==> config.mk <==
export PLATFORM = sky130hd
export DESIGN_NAME = afc_plane
export DESIGN_NICKNAME = d
export VERILOG_FILES = /design/src/design/afc_pkg.sv /design/src/design/afc_plane.sv
export SDC_FILE = /design/constraint.sdc
export NUM_CORES = 2
export LEC_CHECK = 0
export ABC_AREA = 1
export BUFFER_PORTS_ARGS = -buffer_cell sky130_fd_sc_hd__clkbuf_2
export CORE_MARGIN = 5
export CORE_UTILIZATION = 54
export CTS_CLUSTER_SIZE = 40
export DETAILED_ROUTE_END_ITERATION = 8
export GPL_TIMING_DRIVEN = 0
export PLACE_DENSITY = 0.77
export SLEW_MARGIN = 10
export SYNTH_ARGS = -nofsm -noshare
export SYNTH_HDL_FRONTEND = slang
export SYNTH_SLANG_ARGS = --single-unit
==> constraint.sdc <==
create_clock -name clock -period 10.1 [get_ports clock]
set_clock_uncertainty 0.05 [all_clocks]
set_input_delay 1.515 -clock clock [delete_from_list [all_inputs] [get_ports clock]]
set_output_delay 1.515 -clock clock [all_outputs]
set_load 0.005 [all_outputs]
==> src/design/afc_pkg.sv <==
// afc_pkg: shared types and constants for the AABB frustum classifier.
// Used by afc_plane and aabb_frustum_classify_core; no dependencies.
package afc_pkg;

   localparam int COORD_BITS  = 24;
   localparam int NUM_PLANES  = 6;
   localparam int NUM_AXES    = 3;
   localparam int CSR_INDEX_W = 3;
   localparam int PLANE_W     = 64;
   localparam int TOL_W       = 24;

   // plane word packing
   localparam int NRM_W   = 12;
   localparam int NX_LSB  = 0;
   localparam int NY_LSB  = 12;
   localparam int NZ_LSB  = 24;
   localparam int OFF_LSB = 36;
   localparam int OFF_W   = 28;
   localparam int OFF_SHIFT = 11;   // offset scaled by 2048

   // doubled centre is one bit wider than a coordinate, doubled extent is
   // non-negative for a valid box and fits a coordinate's width unsigned
   localparam int CTR_W  = COORD_BITS + 1;
   localparam int EXT_W  = COORD_BITS;
   localparam int SPRD_W = NRM_W + CTR_W;   // signed normal x centre
   localparam int RPRD_W = NRM_W + EXT_W;   // |normal| x extent
   localparam int SUM_W  = 48;              // headroom for S+R at the widths above

   // register indexes
   localparam logic [CSR_INDEX_W-1:0] REG_PLANE_LEFT   = 3'd0;
   localparam logic [CSR_INDEX_W-1:0] REG_PLANE_RIGHT  = 3'd1;
   localparam logic [CSR_INDEX_W-1:0] REG_PLANE_BOTTOM = 3'd2;
   localparam logic [CSR_INDEX_W-1:0] REG_PLANE_TOP    = 3'd3;
   localparam logic [CSR_INDEX_W-1:0] REG_PLANE_NEAR   = 3'd4;
   localparam logic [CSR_INDEX_W-1:0] REG_PLANE_FAR    = 3'd5;
   localparam logic [CSR_INDEX_W-1:0] REG_TOLERANCE    = 3'd6;

   typedef enum logic [1:0] {
      CLS_INSIDE    = 2'd0,
      CLS_INTERSECT = 2'd1,
      CLS_OUTSIDE   = 2'd2,
      CLS_INVALID   = 2'd3
   } cls_type;

   typedef logic signed [COORD_BITS-1:0] coord_type;
   typedef logic signed [CTR_W-1:0]      ctr_type;
   typedef logic        [EXT_W-1:0]      ext_type;
   typedef logic        [PLANE_W-1:0]    plane_type;
   typedef logic        [TOL_W-1:0]      tol_type;

   typedef struct packed {
      logic outside;   // box wholly behind this plane
      logic touch;     // box reaches within tolerance of this plane
   } plane_flags_type;

endpackage

==> src/design/afc_plane.sv <==
// afc_plane: one plane of the frustum test. Registered products of the
// normal with doubled centre and extent, then the S/R compare. Uses afc_pkg.
module afc_plane (
   input  logic                     clock,
   input  afc_pkg::ctr_type         c2 [afc_pkg::NUM_AXES],
   input  afc_pkg::ext_type         e2 [afc_pkg::NUM_AXES],
   input  afc_pkg::plane_type       plane,
   input  afc_pkg::tol_type         tol,
   output afc_pkg::plane_flags_type flags
);
   import afc_pkg::*;

   logic signed [NRM_W-1:0]  nrm [NUM_AXES];
   logic        [NRM_W-1:0]  mag [NUM_AXES];
   logic signed [SPRD_W-1:0] sprd_in [NUM_AXES];
   logic signed [SPRD_W-1:0] sprd_ff [NUM_AXES];
   logic        [RPRD_W-1:0] rprd_in [NUM_AXES];
   logic        [RPRD_W-1:0] rprd_ff [NUM_AXES];
   logic signed [OFF_W-1:0]  offset;
   logic signed [SUM_W-1:0]  sdist;
   logic signed [SUM_W-1:0]  radius;
   logic signed [SUM_W-1:0]  tol_s;

   assign nrm[0] = plane[NX_LSB +: NRM_W];
   assign nrm[1] = plane[NY_LSB +: NRM_W];
   assign nrm[2] = plane[NZ_LSB +: NRM_W];
   assign offset = plane[OFF_LSB +: OFF_W];

   // |-2048| = 2048 still fits twelve bits unsigned
   always_comb begin
      for (int a = 0; a < NUM_AXES; a++) begin
         mag[a]     = nrm[a][NRM_W-1] ? NRM_W'(-nrm[a]) : nrm[a];
         sprd_in[a] = nrm[a] * c2[a];
         rprd_in[a] = mag[a] * e2[a];
      end
   end

   always_ff @(posedge clock) begin
      sprd_ff <= sprd_in;
      rprd_ff <= rprd_in;
   end

   always_comb begin
      sdist  = (SUM_W'(offset) <<< OFF_SHIFT)
             + SUM_W'(sprd_ff[0]) + SUM_W'(sprd_ff[1]) + SUM_W'(sprd_ff[2]);
      radius = $signed(SUM_W'(rprd_ff[0]) + SUM_W'(rprd_ff[1])
             + SUM_W'(rprd_ff[2]));
      tol_s  = $signed(SUM_W'(tol));
      flags.outside = (sdist + radius) < -tol_s;
      flags.touch   = (sdist - radius) <= tol_s;
   end

endmodule
; ---- Word level (Yosys, flattened, before mapping)
; Cells that the tools add are included.
[op_classes]
n_addsub = 11
n_mul = 6
n_lt_le_gt_ge = 2
mux = 3
[op_table]
columns = cell, n
row1 = 12-bit by 25-bit multiplier with 37-bit output, 3
row2 = 12-bit by 24-bit multiplier with 36-bit output, 3
row3 = 48-bit by 25-bit <= comparator with 1-bit output, 1
row4 = 43-bit by 48-bit less-than comparator with 1-bit output, 1
row5 = 24-bit negator with 48-bit output, 1
row6 = 42-bit by 39-bit adder with 43-bit output, 1
row7 = 42-bit by 39-bit subtractor with 43-bit output, 1
row8 = 41-bit by 37-bit adder with 42-bit output, 1
row9 = 40-bit by 37-bit adder with 41-bit output, 1
row10 = 39-bit by 37-bit adder with 40-bit output, 1
row11 = 37-bit by 36-bit adder with 38-bit output, 1
row12 = 36-bit by 36-bit adder with 37-bit output, 1
row13 = 12-bit two-way mux, 3
row14 = 12-bit negator, 3
[word_totals]
ff_bits = 219

; ---- Longest topological paths before layout
[depth]
word_depth = 5
depth_mapped = 44
depth_no_buf = 43

; ---- Worst setup path after synthesis
; No wires, ideal clock.
[synth_timing]
path_kind = input port to output port
from = input plane[39]
to = output flags[1] (netlist bit)
t_arrival_ns = 6.508
setup_slack_ns = 2.027
path_stages = 35
path_buffers = 1
path_cell_list = inv_1 > fa_1 > fa_1 > inv_1 > ha_1 > a21o_1 > nor2_1 > nand2_1 > a31oi_1 > inv_1 > a21oi_1 > o21ai_0 > a21oi_1 > o21ai_0 > xor2_1 > ha_1 > clkbuf_1 > nand2_1 > inv_1 > nand3_1 > nor2_2 > nand4_1 > nand3_1 > xor2_1 > ha_1 > a21oi_1 > o221a_2 > nand2_1 > nand2_1 > nand2_1 > nand2_1 > nand2_1 > a21oi_1 > nand2_1 > nand2_1
[synth_rtl]
columns = item, line_no
row1 = from (decl), afc_plane.sv:7  ; input afc_pkg::plane_type plane,
row2 = to (decl), afc_plane.sv:9  ; output afc_pkg::plane_flags_type flags

==> metrics.md <==
| Metric | Value |
|---|---|
| Final Cycle Share | `97.02%` |
| Post-Synth Simple-Gate Area | `16.76%` |
| Slowest cell on the critical path | `fa_1` |
| Post-Syn Area per Cell | `7.830 um^2` |
| Worst path max stage delay | `0.53 ns` |
| Area Growth Syn to Fin | `5.347%` |
| Nets | `12390` |
| Fin area | `80090 um^2` |
| Warnings, synthesis | `0` |
| Initial Util | `54.42%` |
| Detailed Route WL | `214.9 mm` |
| Cell variety after synth | `62` |
| Placed insts | `11750` |
| F_max | `102.1 MHz` |
| Mapped Cells | `9710` |
| Grt total ovfl | `0` |
| CP required | `8.54 ns` |
| Adder-cell share of the synthesized area | `52.68%` |
| Setup TNS | `0 ns` |
| Synth Cell Area | `76030 um^2` |
| Tightest Pin Transition | `1.330 ns` |
| Status | `completed` |
| Core area | `139700 um^2` |
| Routability cong. | `1.010` |
| Crit. End Element | `output pin` |
| Die height | `385.2 um` |
| Most common cell after layout, fill and taps aside | `inv_1` |
| Drt drc | `0` |
| Overall Global Routing Usage | `29.44%` |
| Share of layout cells above drive strength 1 | `4.003%` |
| Drt pass-1 iters | `6` |
| Yosys reg bits | `219` |
| Die W | `385.2 um` |
| PortBufs | `161` |
| Initial antenna violation count | `12` |
| Slew HR | `11.01%` |
| CTS clk-pin slew, worst paths | `0.06 ns` |
| Placed inst area | `79210 um^2` |
| Cts bufs inserted | `25` |
| Row count | `137` |
| CTS root buf | `clkbuf_16` |
| Clock Path Buffers | `3` |
| Crit path DAT | `8.23 ns` |
| Max_cap viols | `0` |
| Startpoint types | `input port` |
| # setup viols final | `0` |
| Synth area leaders | `fa_1 41%, inv_1 12%, ha_1 11%` |
| Die Area | `148400 um^2` |
| Vias per inst | `5.316` |
| EDFF count, synth | `0` |
| Vias in the first global route | `65700` |
| Largest net degree at the start of global routing | `15` |
| Final std cells w/o fill | `11810` |
| Iteration-0 DRC Markers | `4698` |
| Syn_nets | `12200` |
| Post-synth top area share | `41.39%` |
| Unrepaired setup endpoints after global routing | `no` |
| WL/cell | `18.20 um` |
| First-pass GRT wire length | `344.2 mm` |
| Fraction of registers with async set/reset | `0%` |
| Largest family of logic cells by synthesized area | `adder cells` |
| H-tree level count | `1` |
| Post-synthesis xor/xnor area fraction | `4.341%` |
| Antenna violation net count after detailed routing | `0` |
| Most frequent cells in the layout | `2483 x inv_1, 2158 x nand2_1, 1572 x fa_1` |
| Leading area contributor after synthesis | `fa_1` |
| Hold Violations, Final | `0` |
| Seq/Total Area, Yosys | `5.766%` |
| Final Critical Period | `9.799 ns` |
| Clock sinks | `219` |
| Post-synthesis mux area share | `0%` |
| Post-CTS Setup Inserts | `0` |
| Compound-Gate Fraction of Synth Area | `6.313%` |
| Most used DFF post-synth | `dfxtp_1` |
| Top-level port count | `238` |
| Kind of critical path | `in2out` |
| Count of pins over their slew limit | `0` |
| Worst Path Max Fanout | `7` |
| Most frequent CP cell | `nand2_1` |
| Total number of vias | `62780` |
| Worst Hold Class | `in2reg` |
| CTS tree | `built` |
| DP HPWL | `190.5 mm` |
==> sequential cells by signal, indices dropped and copies added, names as in the netlist <==
| register | count |
|---|---|
| sprd_ff | 111 |
| rprd_ff | 108 |
==> cell usage after synthesis (all sizes together), types with 6 or more instances <==
cell and count:
inv 2507, nand2 2170, fa 1572, ha 686
nor2 625, a21oi 429, xor2 263, clkbuf 252
o21ai 230, dfxtp 219, nand3 142, xnor2 113
buf 91, or2 82, nor3 48, nand4 43
a31oi 35, o21a 33, o21bai 26, a21o 23
nor4 22, a21boi 19, o211ai 13, nand3b 11
a211oi 9, o31ai 9, o221ai 8, a221oi 6
==> critical path, delay by kind of cell <==
kind / cells / cell delay, ns
fa+ha+maj: 5 / 2.12
compound gates: 12 / 2.45
xor+xnor: 2 / 0.64
simple gates: 11 / 0.90
buf+inv: 6 / 0.59
==> logic make-up (layout without fill, tap and decap cells) <==
family,after synthesis,count (layout)
adder cells (fa/ha/maj),2258,2258
buffers and inverters,2853,3061
AND/OR/NAND/NOR,3152,3152
XOR/XNOR,376,376
flip-flops,219,219
AO/OA/AOI/OAI,852,852
other,0,15
==> repair_timing <==
action                     4_1_cts  5_1_grt
hold buffers                     0        0
resized for setup                0        1
setup endpoints to repair        0        1
==> cell type report <==
class | count | area (um^2)
Antenna cell | 15 | 37.54
Buffer | 343 | 1324
Clock buffer | 31 | 668.1
Clock inverter | 15 | 167.7
Fill cell | 12820 | 59610
Inverter | 2510 | 9422
Multi-Input combinational cell | 6638 | 60930
Sequential cell | 219 | 4384
Tap cell | 1876 | 2347
Timing Repair Buffer | 162 | 813.3
==> through the flow <==
stage | util [%] | worst slack [ns] | hold slack (ns)
after detailed placement | 56.70 | 0.5538 | 1.799
final | 57.33 | 0.3010 | 1.230
after CTS | 57.30 | 0.5296 | 1.190
after global placement | 56.68 | 0.5464 | 1.790
after global routing | 57.32 | 0.001430 | 1.227
after floorplan | - | 2.027 | 1.558
==> per-layer routing <==
metal | routed length [um] | part of all wire, % | up-vias | GRT usage [%]
met3 | 16450 | 7.7 | 515 | 4.249
li1 | - | - | 28830 | -
met2 | 101600 | 47 | 2524 | 49.54
met4 | 12720 | 5.9 | 0 | 13.79
met1 | 84100 | 39 | 30910 | 37.67
met5 | 0 | 0 | - | 0
==> worst paths after layout <==
kind	slack [ns]	from	end	depth (start not counted)
setup / recovery	0.30	plane[36]	flags[1]	36
hold / removal	1.23	c2[50]	sprd_ff[74]	3
Power is not shown: default switching activity piles up to over one toggle a cycle in this logic, so the estimate is an artifact.
